--- src/rtl/wbps_pkg.sv ---
// ----------------------------------------------------------------------------
// wbps_pkg
// shared types and constants for the wildcard byte pattern scanner
// ----------------------------------------------------------------------------
package wbps_pkg;

  localparam int PATTERN_MAX_DEF = 16;
  localparam int PATTERN_REG_POS = 16;
  localparam int CFG_DATA_W      = 64;
  localparam int CFG_INDEX_W     = 3;
  localparam int ADDR_W          = 32;

  localparam logic [CFG_INDEX_W-1:0] CFG_MATCH_MODE      = 3'd0;
  localparam logic [CFG_INDEX_W-1:0] CFG_PATTERN_LENGTH  = 3'd1;
  localparam logic [CFG_INDEX_W-1:0] CFG_PATTERN_LOW     = 3'd2;
  localparam logic [CFG_INDEX_W-1:0] CFG_PATTERN_HIGH    = 3'd3;
  localparam logic [CFG_INDEX_W-1:0] CFG_POSITION_KINDS  = 3'd4;
  localparam logic [CFG_INDEX_W-1:0] CFG_BASE_ADDRESS    = 3'd5;

  localparam logic [1:0] KIND_EXACT = 2'd0;
  localparam logic [1:0] KIND_LOW   = 2'd1;
  localparam logic [1:0] KIND_HIGH  = 2'd2;
  localparam logic [1:0] KIND_WILD  = 2'd3;

  localparam logic [3:0] NIBBLE_ZERO = 4'h0;
  localparam logic [7:0] TERMINATOR  = 8'h00;

  typedef struct packed {
    logic                        match_mode;
    logic [4:0]                  pattern_length;
    logic [8*PATTERN_REG_POS-1:0] pattern_bytes;
    logic [2*PATTERN_REG_POS-1:0] position_kinds;
    logic [ADDR_W-1:0]           base_address;
  } cfg_t;

  typedef struct packed {
    logic              valid;
    logic              last;
    logic [ADDR_W-1:0] seen;
  } win_stage_t;

endpackage

--- src/rtl/wildcard_byte_pattern_scanner_top.sv ---
// ----------------------------------------------------------------------------
// wildcard_byte_pattern_scanner_top
// streams a region byte by byte and reports the first window matching the
// configured wildcard byte pattern or zero terminated string
// ----------------------------------------------------------------------------
// usage:
//   s_* carries one region byte per word, s_tlast on the region's final byte.
//   m_* carries one result per region: m_tuser high with the match address,
//   or m_tuser low and address zero at the last byte when nothing matched.
//   cfg_write/cfg_index/cfg_data load registers 0..5 while the stream is idle.
// result path: a byte that completes a match is first registered into the window
//   and stage register, then its compare result goes into the output register.
// throughput: one byte per cycle unless a result is blocked at the output;
//   all positions compare in parallel against the shift window in one pass.
// reset: clears configuration to defaults, the region counters and both
//   valid flags; the window contents are masked by the fill count.
// stall: while m_tready is low a pending result stays in the output register;
//   bytes that produce no result keep flowing, and the input side stops only
//   when a second result would need the occupied register.
// ----------------------------------------------------------------------------
module wildcard_byte_pattern_scanner_top #(
  parameter int PATTERN_MAX = wbps_pkg::PATTERN_MAX_DEF
) (
  input  logic                              clk,
  input  logic                              rst,
  input  logic                              s_tvalid,
  output logic                              s_tready,
  input  logic [7:0]                        s_tdata,   // data_byte
  input  logic                              s_tlast,   // last_byte
  output logic                              m_tvalid,
  input  logic                              m_tready,
  output logic [31:0]                       m_tdata,   // match_address
  output logic                              m_tuser,   // found
  input  logic                              cfg_write,
  input  logic [wbps_pkg::CFG_INDEX_W-1:0]  cfg_index,
  input  logic [wbps_pkg::CFG_DATA_W-1:0]   cfg_data
);
  import wbps_pkg::*;

  localparam int DEPTH = PATTERN_MAX + 1;
  localparam int CW = $clog2(DEPTH + 1);

  cfg_t              cfg;
  win_stage_t        stage;
  logic [7:0]        window [DEPTH];
  logic [CW-1:0]     stage_fill;
  logic              hit;
  logic [ADDR_W-1:0] hit_address;
  logic              already_found;
  logic              emit;
  logic              consume;
  logic              accept;

  wbps_cfg u_cfg (
    .clk       (clk),
    .rst       (rst),
    .cfg_write (cfg_write),
    .cfg_index (cfg_index),
    .cfg_data  (cfg_data),
    .cfg       (cfg)
  );

  wbps_window #(.PATTERN_MAX(PATTERN_MAX)) u_window (
    .clk        (clk),
    .rst        (rst),
    .accept     (accept),
    .consume    (consume),
    .data_byte  (s_tdata),
    .last_byte  (s_tlast),
    .window     (window),
    .stage_fill (stage_fill),
    .stage      (stage)
  );

  wbps_match #(.PATTERN_MAX(PATTERN_MAX)) u_match (
    .cfg           (cfg),
    .window        (window),
    .fill          (stage_fill),
    .seen          (stage.seen),
    .hit           (hit),
    .match_address (hit_address)
  );

  assign emit     = stage.valid && !already_found && (hit || stage.last);
  assign consume  = stage.valid && (!emit || !m_tvalid || m_tready);
  assign s_tready = !stage.valid || consume;
  assign accept   = s_tvalid && s_tready;

  always_ff @(posedge clk) begin
    if (rst) begin
      already_found <= 1'b0;
      m_tvalid      <= 1'b0;
    end else begin
      if (consume) begin
        if (stage.last) begin
          already_found <= 1'b0;
        end else if (emit) begin
          already_found <= 1'b1;
        end
      end
      if (consume && emit) begin
        m_tvalid <= 1'b1;
      end else if (m_tready) begin
        m_tvalid <= 1'b0;
      end
    end
  end

  always_ff @(posedge clk) begin
    if (consume && emit) begin
      m_tuser <= hit;
      m_tdata <= hit ? hit_address : '0;
    end
  end

  // no result while a match of the current region is already out
  assert property (@(posedge clk) disable iff (rst)
    already_found && stage.valid |-> !emit)
    else $error("second result in one region");

  // region end always clears the found flag
  assert property (@(posedge clk) disable iff (rst)
    consume && stage.last |=> !already_found)
    else $error("found flag survived region end");

  // a not-found result carries address zero
  assert property (@(posedge clk) disable iff (rst)
    m_tvalid && !m_tuser |-> m_tdata == '0)
    else $error("nonzero address on miss");

  // an accepted byte always lands in the stage register
  assert property (@(posedge clk) disable iff (rst)
    accept |=> stage.valid)
    else $error("accepted byte lost");

endmodule

--- src/rtl/wbps_cfg.sv ---
// ----------------------------------------------------------------------------
// wbps_cfg
// configuration register file, write only
// ----------------------------------------------------------------------------
module wbps_cfg (
  input  logic                              clk,
  input  logic                              rst,
  input  logic                              cfg_write,
  input  logic [wbps_pkg::CFG_INDEX_W-1:0]  cfg_index,
  input  logic [wbps_pkg::CFG_DATA_W-1:0]   cfg_data,
  output wbps_pkg::cfg_t                    cfg
);
  import wbps_pkg::*;

  always_ff @(posedge clk) begin
    if (rst) begin
      cfg.match_mode     <= 1'b0;
      cfg.pattern_length <= 5'd1;
      cfg.pattern_bytes  <= '0;
      cfg.position_kinds <= '0;
      cfg.base_address   <= '0;
    end else if (cfg_write) begin
      unique case (cfg_index)
        CFG_MATCH_MODE:     cfg.match_mode <= cfg_data[0];
        CFG_PATTERN_LENGTH: cfg.pattern_length <= cfg_data[4:0];
        CFG_PATTERN_LOW:    cfg.pattern_bytes[63:0] <= cfg_data;
        CFG_PATTERN_HIGH:   cfg.pattern_bytes[127:64] <= cfg_data;
        CFG_POSITION_KINDS: cfg.position_kinds <= cfg_data[31:0];
        CFG_BASE_ADDRESS:   cfg.base_address <= cfg_data[31:0];
        default: ;
      endcase
    end
  end

endmodule

--- src/rtl/wbps_window.sv ---
// ----------------------------------------------------------------------------
// wbps_window
// byte shift window, region counters and input stage register
// ----------------------------------------------------------------------------
module wbps_window #(
  parameter int PATTERN_MAX = wbps_pkg::PATTERN_MAX_DEF,
  localparam int DEPTH = PATTERN_MAX + 1,
  localparam int CW = $clog2(DEPTH + 1)
) (
  input  logic                    clk,
  input  logic                    rst,
  input  logic                    accept,
  input  logic                    consume,
  input  logic [7:0]              data_byte,
  input  logic                    last_byte,
  output logic [7:0]              window [DEPTH],
  output logic [CW-1:0]           stage_fill,
  output wbps_pkg::win_stage_t    stage
);
  import wbps_pkg::*;

  logic [ADDR_W-1:0] seen;
  logic [ADDR_W-1:0] seen_next;
  logic [CW-1:0]     fill;
  logic [CW-1:0]     fill_next;

  assign seen_next = seen + 32'd1;
  assign fill_next = (fill == CW'(DEPTH)) ? fill : fill + CW'(1);

  always_ff @(posedge clk) begin
    if (accept) begin
      window[0] <= data_byte;
      for (int j = 1; j < DEPTH; j++) begin
        window[j] <= window[j-1];
      end
    end
  end

  always_ff @(posedge clk) begin
    if (rst) begin
      seen        <= '0;
      fill        <= '0;
      stage.valid <= 1'b0;
    end else begin
      if (accept) begin
        seen        <= last_byte ? '0 : seen_next;
        fill        <= last_byte ? '0 : fill_next;
        stage.valid <= 1'b1;
        stage.last  <= last_byte;
        stage.seen  <= seen_next;
        stage_fill  <= fill_next;
      end else if (consume) begin
        stage.valid <= 1'b0;
      end
    end
  end

endmodule

--- src/rtl/wbps_match.sv ---
// ----------------------------------------------------------------------------
// wbps_match
// parallel compare of all pattern positions against the window
// ----------------------------------------------------------------------------
module wbps_match #(
  parameter int PATTERN_MAX = wbps_pkg::PATTERN_MAX_DEF,
  localparam int DEPTH = PATTERN_MAX + 1,
  localparam int CW = $clog2(DEPTH + 1),
  localparam int IW = $clog2(DEPTH)
) (
  input  wbps_pkg::cfg_t                cfg,
  input  logic [7:0]                    window [DEPTH],
  input  logic [CW-1:0]                 fill,
  input  logic [wbps_pkg::ADDR_W-1:0]   seen,
  output logic                          hit,
  output logic [wbps_pkg::ADDR_W-1:0]   match_address
);
  import wbps_pkg::*;

  logic [CW-1:0]          n;
  logic [CW-1:0]          span;
  logic [PATTERN_MAX-1:0] pos_ok;

  always_comb begin
    if (32'(cfg.pattern_length) > PATTERN_MAX) begin
      n = CW'(PATTERN_MAX);
    end else begin
      n = CW'(cfg.pattern_length);
    end
  end

  assign span = n + CW'(cfg.match_mode);

  for (genvar i = 0; i < PATTERN_MAX; i++) begin : g_pos
    logic [7:0]    v;
    logic [1:0]    k;
    logic [7:0]    b;
    logic [CW-1:0] idx;
    logic          active;
    logic          is_last;
    logic          byte_ok;

    if (i < PATTERN_REG_POS) begin : g_reg
      assign v = cfg.pattern_bytes[8*i +: 8];
      assign k = cfg.position_kinds[2*i +: 2];
    end else begin : g_zero
      assign v = '0;
      assign k = KIND_EXACT;
    end

    assign idx     = span - CW'(i + 1);
    assign b       = (idx < CW'(DEPTH)) ? window[idx[IW-1:0]] : '0;
    assign active  = CW'(i) < n;
    assign is_last = CW'(i) == (n - CW'(1));

    always_comb begin
      if (!is_last && (k == KIND_WILD || v == '0)) begin
        byte_ok = 1'b1;
      end else begin
        case (k)
          KIND_EXACT: byte_ok = (b == v);
          KIND_LOW:   byte_ok = ({NIBBLE_ZERO, b[3:0]} == v);
          KIND_HIGH:  byte_ok = ({NIBBLE_ZERO, b[7:4]} == v);
          default:    byte_ok = ({NIBBLE_ZERO, b[3:0]} == v) && ({NIBBLE_ZERO, b[7:4]} == v);
        endcase
      end
    end

    assign pos_ok[i] = !active || (cfg.match_mode ? (b == v) : byte_ok);
  end

  assign hit = (n != '0) && (fill >= span) && (&pos_ok)
               && (!cfg.match_mode || window[0] == TERMINATOR);

  assign match_address = cfg.base_address + (seen - ADDR_W'(span));

endmodule

--- config.mk ---
export PLATFORM = sky130hd
export DESIGN_NAME = wildcard_byte_pattern_scanner_top
export DESIGN_NICKNAME = d
export VERILOG_FILES = /design/src/rtl/wbps_pkg.sv /design/src/rtl/wildcard_byte_pattern_scanner_top.sv /design/src/rtl/wbps_cfg.sv /design/src/rtl/wbps_window.sv /design/src/rtl/wbps_match.sv
export SDC_FILE = /design/constraint.sdc
export NUM_CORES = 1
export LEC_CHECK = 0
export ABC_AREA = 1
export BUFFER_PORTS_ARGS = -buffer_cell sky130_fd_sc_hd__buf_2
export CORE_MARGIN = 4
export CORE_UTILIZATION = 56
export CTS_CLUSTER_SIZE = 40
export DETAILED_ROUTE_END_ITERATION = 8
export PLACE_DENSITY = 0.73
export SLEW_MARGIN = 15
export SYNTH_ARGS = -nofsm -noshare
export SYNTH_HDL_FRONTEND = slang
export SYNTH_SLANG_ARGS = --single-unit
export TNS_END_PERCENT = 5
--- constraint.sdc ---
create_clock -name clk -period 8.14 [get_ports clk]
set_input_delay 0.407 -clock clk [delete_from_list [all_inputs] [get_ports clk]]
set_output_delay 0.407 -clock clk [all_outputs]
set_load 0.02 [all_outputs]
======== Word level (Yosys, flattened, before mapping) ========
Cells that the tools add are included.
storage, ports and cells
  bits in registers ....................... 445
  input port bits ......................... 81
  output and inout bits ................... 35
  logic and storage cells ................. 523
cells by class
  add/sub/neg operators ................... 22
  order comparisons ....................... 50
  eq/ne operators ......................... 117
  mux-type cells .......................... 122
  bitwise gates (word level) .............. 17
  reduce and logical (&&, ||, !) cells .... 162
operators by type and width
  cell                                               count
  binary-select mux 8 bit (select 5 bit)             16
  two-way mux 8 bit                                  48
  == test 4 x 8 -> 1 bit                             32
  zero test 8 bit                                    17
  == test 8 bit                                      16
  >= comparator 6 bit, second input constant         16
  inverter 5 -> 6 bit                                16
  < comparator 5 bit, second input constant          16
  == test 2 bit, second input constant               32
  one-hot mux 1 bit (3 select lines)                 16
  == test 4 x 5 -> 1 bit, first input constant       8
  logical AND 1 bit                                  40
  < comparator 4 x 5 -> 1 bit, first input constant  8
  subtractor 5 x 4 -> 5 bit, second input constant   8
  two-way mux 1 bit                                  38
  zero test 1 bit                                    37
  logical OR 1 bit                                   37
  adder 32 x 1 -> 32 bit, second input constant      1
  adder 32 bit                                       1
  == test 2 x 1 -> 1 bit, second input constant      16
  zero test 2 bit                                    16
  two-way mux 32 bit                                 1
  subtractor 32 x 5 -> 32 bit                        1
  == test 3 x 5 -> 1 bit, first input constant       4
  25 further kinds                                   49

======== Logic depth before layout (Yosys ltp) ========
  depth in word-level cells ............... 27
  gate-level depth with buffers ........... 44
  mapped depth without buffers ............ 37

======== Hierarchy ========
From an unflattened synthesis, not the netlist that was laid out.
unflattened totals
  cell total of the unflattened synthesis .. 5,361
  area total of the unflattened synthesis .. 33,599.7 µm²
by module, submodules not included
  module                             times used  cells each  area an instance (µm²)  seq. area each (µm²)
  wbps_match                         1           3,541       16,651.0                0.0
  wbps_cfg                           1           1,153       7,986.4                 3,963.8
  wbps_window                        1           542         7,564.8                 5,985.7
  wildcard_byte_pattern_scanner_top  1           125         1,397.6                 1,031.0

======== Least setup slack after synthesis ========
No wires, ideal clock.
  path kind ............................... reg2reg
  from .................................... register u_cfg.cfg[196] (netlist name)
  to ...................................... register u_window.stage[0] (netlist name)
  library setup time ...................... 0.438 ns
  arrival ................................. 6.424 ns
  data required time ...................... 7.702 ns
  setup slack ............................. 1.279 ns
  cell stages (with the launch flop) ...... 39
  buffers on the path ..................... 8
  clock period less this slack ............ 6.861 ns
  cells stage by stage .................... dfxtp_1 buf_4 nor2_1 clkbuf_1 ha_1 ha_1 clkbuf_1 inv_1 buf_2 buf_2 buf_1 ha_1 inv_1 clkbuf_1 buf_1 nand2_1 o21ai_0 inv_1 [3 not listed] nand3_1 o21ai_0 nand2_1 nand2_1 nor2_1 nand2_1 nand2_1 nand2_1 nand2_1 nand2_1 nand2_1 a21boi_1 nor2_1 nand3_1 nand2_1 nand3_2 nand2_4 nor2_1
between the ends
  longest elaborated chain between the ends .. 27
  elaborated cells between the ends (all ways) .. 339
  classes of those cells .................. add/sub (18); order compare (34); eq/ne (63); mux (113); bitwise (16); reduce/logical (95)
ends and longest elaborated chain
  item                                                  line                                     source
  > comparator 5 bit                                    wbps_match.sv:25                         if (32'(cfg.pattern_length) > PATTERN_MAX) begin
  two-way mux 5 bit *                                   wbps_match.sv:25
  adder 5 x 1 -> 5 bit                                  wbps_match.sv:32                         assign span = n + CW'(cfg.match_mode);
  subtractor 5 x 1 -> 5 bit (tied with other cells)     wbps_match.sv:51                         assign idx = span - CW'(i + 1);
  inverter 5 -> 6 bit (not written as such)             wbps_match.sv:52                         assign b = (idx < CW'(DEPTH)) ? window[idx[IW-1:0]] : '0;
  binary-select mux 8 bit (select 5 bit)                wbps_match.sv:52
  two-way mux 8 bit (not written as such) (2 in a row)  wbps_match.sv:52
  two-way mux 8 bit                                     wbps_match.sv:52
  [9 not listed]                                        -
  logical OR 1 bit *                                    wildcard_byte_pattern_scanner_top.sv:84  assign emit = stage.valid && !already_found && (hit || stage.last);
  logical AND 1 bit *                                   wildcard_byte_pattern_scanner_top.sv:84
  zero test 1 bit *                                     wildcard_byte_pattern_scanner_top.sv:85  assign consume = stage.valid && (!emit || !m_tvalid || m_tready);
  logical OR 1 bit * (2 in a row)                       wildcard_byte_pattern_scanner_top.sv:85
  logical AND 1 bit *                                   wildcard_byte_pattern_scanner_top.sv:85
  logical OR 1 bit *                                    wildcard_byte_pattern_scanner_top.sv:86  assign s_tready = !stage.valid || consume;
  logical AND 1 bit *                                   wildcard_byte_pattern_scanner_top.sv:87  assign accept = s_tvalid && s_tready;
  AND reduction 2 bit (no line) *                       -
Mark *: on every way between the ends. The rest lies on a longest branch, timed or not. The select of a mux whose other input is x is not followed.
A chain may end at the register's enable or synchronous reset.

======== Worst setup path in the final report ========
  from .................................... register u_cfg.cfg[196] (netlist name)
  to ...................................... output port s_tready
between the ends
  longest elaborated chain between the ends .. 25
  elaborated cells between the ends (all ways) .. 337
  classes of those cells .................. add/sub (18); order compare (34); eq/ne (63); mux (113); bitwise (16); reduce/logical (93)
ends and longest elaborated chain
  item                                                  line                                     source
  > comparator 5 bit                                    wbps_match.sv:25
  two-way mux 5 bit *                                   wbps_match.sv:25
  adder 5 x 1 -> 5 bit                                  wbps_match.sv:32
  subtractor 5 x 1 -> 5 bit (tied with other cells)     wbps_match.sv:51
  inverter 5 -> 6 bit (not written as such)             wbps_match.sv:52
  binary-select mux 8 bit (select 5 bit)                wbps_match.sv:52
  two-way mux 8 bit (not written as such) (2 in a row)  wbps_match.sv:52
  two-way mux 8 bit                                     wbps_match.sv:52
  [7 not listed]                                        -
  logical AND 1 bit *                                   wbps_match.sv:72                         assign hit = (n != '0) && (fill >= span) && (&pos_ok)
  logical AND 1 bit *                                   wbps_match.sv:73                         && (!cfg.match_mode || window[0] == TERMINATOR);
  logical OR 1 bit *                                    wildcard_byte_pattern_scanner_top.sv:84
  logical AND 1 bit *                                   wildcard_byte_pattern_scanner_top.sv:84
  zero test 1 bit *                                     wildcard_byte_pattern_scanner_top.sv:85
  logical OR 1 bit * (2 in a row)                       wildcard_byte_pattern_scanner_top.sv:85
  logical AND 1 bit *                                   wildcard_byte_pattern_scanner_top.sv:85
  logical OR 1 bit *                                    wildcard_byte_pattern_scanner_top.sv:86
  end: declaration                                      wildcard_byte_pattern_scanner_top.sv:27  output logic s_tready,
Marked as above.

==> results_dict.tcl <==
set metrics [dict create \
    vias 33930 \
    powerDensity_nw_per_um2 201.7 \
    worst_hold_slack_ns 0.06450 \
    finalSetupTns_ns 0 \
    track_usage_pct 37.37 \
    layout_commonest_cell "nand2_1" \
    cts_setup_buffers 0 \
    rows 87 \
    drt_pass1_iterations 7 \
    relSlewSlack_pct 23.48 \
    ctsHtreeMaxLevel 2 \
    cp.required_ns 7.73 \
    synth_edf_count 207 \
    synth_seq_cells 445 \
    clock_skew_ns 0.02519 \
    dpl_cell_area_um2 32730 \
    initial_core_util_pct 56.48 \
    synth_warnings 0 \
    n_antenna_cell 0 \
    core-area_um2 56280 \
    clk_path_buf_depth 3 \
    die_area_um2 60640 \
    avgSynthCellArea_um2 6.378 \
    worst-path-max-fanout 43 \
    cts_buffers 50 \
    clock.fmax_mhz 139.1 \
    ant_nets 0 \
    drt_wl_total_um 116800 \
    cts_tree "yes" \
    postCtsResizedCells 0 \
    grt_overflow_total 0 \
    status "finished, final reports clean" \
    antenna_found_initial 5 \
    globalplace.congestion 1.088 \
    portBuffers 115 \
    clkTransAtPathRegs_ns 0.07 \
    syn_nets 5141 \
    nNetsFinal 5139 \
    worst_pin_slew_ns 1.136 \
    crit_path_start_kind "register" \
    design_area_um2 34630 \
    met3_length_um 14400 \
    final_cell_mix "nand2_1, nand3_1, inv_1" \
    grt_max_degree 146 \
    die_w_um 246.3 \
    async_flop_share_pct 0 \
    setup_viol 0 \
    grt_pass1_wl_um 175200 \
    drcViolationCount 0 \
    hold_viol_final 0 \
    first_iter_violations 4553 \
    p_leak_nw 16.09 \
    wl_met2_um 47200 \
    yosysSeqAreaShare_pct 34.54 \
    ios 116 \
    cts_root_buf "clkbuf_16" \
    ir_drop_v 0.0001915 \
    nFillCells 5436 \
    wl_met1_um 47150 \
    synthCells 4984 \
    worst_setup_path_end_kind "output port" \
    ctsHoldBuffers 8 \
    period_needed_ns 7.191 \
    rsz0062_at_grt "no" \
    hpwl_um 88850 \
    die_h_um 246.3 \
    first_global_vias 29710 \
    hp-class "in -> reg" \
    synth_cell_types 48 \
    drv_slew 0 \
    vias_per_cell 5.870 \
    clock_latency_ns 0.64 \
    layout-drive-gt1-share_pct 6.568 \
    top_layer_used "met5" \
    worstPathArrival_ns 6.78 \
    fin_crit_sh_pct 88.34 \
    post_drt_wl_per_cell_um 20.20 \
    maxCapViolations 0 \
    ys.flop_type "dfxtp_1" \
    area_growth_pct 8.955 \
    cts_sinks 445 \
    worstSetupPathType "reg -> out" \
    netlist_area_um2 31790 \
]
[routing by layer]
metal / vias up / global-route usage [%]
met2: 2027 / 54.04
met4: 4 / 20.46
met3: 409 / 8.413
met1: 15230 / 51.83
met5: - / 0
li1: 16260 / -
[critical path, stage by stage, from the launching register on]
cell and delay [ns]:
dfxtp_1 0.42, nor2_1 0.59, ha_4 0.25, ha_2 0.26, nand3_2 0.22, nand2_2 0.48, nand2_4 0.17, nand2_2 0.63
nand2_1 0.26, nor2_2 0.27, nor2_1 0.10, nor2_1 0.15, nand2_1 0.06, nand2_1 0.05, nand2_1 0.05, nor2_1 0.10
nand2_1 0.19, nor3_1 0.55, a21oi_1 0.13, nand2_1 0.16, nand2_1 0.07, nor2_1 0.10, nand3_1 0.17, nand2_1 0.13
nand3_2 0.10, buf_4 0.26, buf_2 0.20
[worst paths after layout]
path | slack (ns) | cells after the start | from | endpoint
worst max register to register | 1.19 | 27 | u_cfg.cfg[196]$_SDFFE_PP0P_ | u_window.window[14]$_DFFE_PP_
worst min-delay path | 0.06 | 3 | cfg_data[36] | u_cfg.cfg[100]$_SDFFE_PP0P_
worst min register to register | 0.45 | 0 | u_window.window[35]$_DFFE_PP_ | u_window.window[27]$_DFFE_PP_
worst max-delay path | 0.95 | 26 | u_cfg.cfg[196]$_SDFFE_PP0P_ | s_tready
[sequential cells by signal, indices dropped and copies added (netlist names)]
signal and count:
u_cfg.cfg 198, m_tuser 1, u_window.window 136, m_tdata 32, m_tvalid 1, already_found 1, u_window.seen 32, u_window.stage_fill 5
u_window.fill 5, u_window.stage 34
[layout make-up]
class | instances | area, µm² | area share, %
multi-input combinational | 3722 | 17600 | 50.81
clock inverter | 20 | 245.2 | 0.7081
timing repair buffer | 167 | 1036 | 2.991
tap | 756 | 945.9 | 2.731
inverter | 596 | 2247 | 6.488
clock buffer | 74 | 1582 | 4.566
sequential | 445 | 10980 | 31.70
[cell families after synthesis]
family / share of synthesized area (%)
buffers and inverters: 10.29
adders and majority gates: 3.039
and+or+nand+nor: 35.95
DFF: 34.54
muxes: 0.09447
AOI/OAI and AO/OA: 14.15
xor gates and xnor gates: 1.929
[stage by stage]
step	power (mW)	utilization (%)	worst slack, ns	cells
after CTS	6.916	61.54	1.238	5780
final	6.987	61.54	0.9491	5780
after global routing	7.289	61.54	0.6249	5780
after global placement	4.415	58.15	1.522	5678
after detailed placement	4.434	58.15	1.425	5678
after floorplan	3.849	-	1.279	4984
[cells in the mapped netlist, drive strengths merged (2+ instances only)]
| master | number | area, µm² |
|---|---|---|
| mux2i | 3 | 30.03 |
| a31oi | 7 | 43.79 |
| o21ai | 535 | 2693 |
| a21o | 4 | 30.03 |
| or2 | 10 | 62.56 |
| fa | 2 | 40.04 |
| nor3b | 4 | 30.03 |
| nor3 | 26 | 130.1 |
| a21oi | 264 | 1333 |
| ha | 74 | 925.9 |
| clkinv | 4 | 15.01 |
| nand4 | 62 | 387.9 |
| xnor2 | 15 | 131.4 |
| nor2 | 380 | 1476 |
| edfxtp | 207 | 6216 |
| dfxtp | 238 | 4765 |
| nand3 | 587 | 2963 |
| a22o | 4 | 35.03 |
| o21a | 17 | 127.6 |
| inv | 592 | 2225 |
| nor4 | 22 | 137.6 |
| o211ai | 20 | 150.1 |
| nand3b | 16 | 120.1 |
| a21boi | 7 | 52.55 |
| clkbuf | 130 | 488.0 |
| nand2 | 1603 | 6115 |
| buf | 91 | 543.0 |
| xor2 | 55 | 481.7 |
[where the power goes]
group,switching [mW],internal [mW]
clock network,0.996,1.51
logic,1.40,0.549
registers,0.0778,2.46
(Power assumes the default switching activity.)
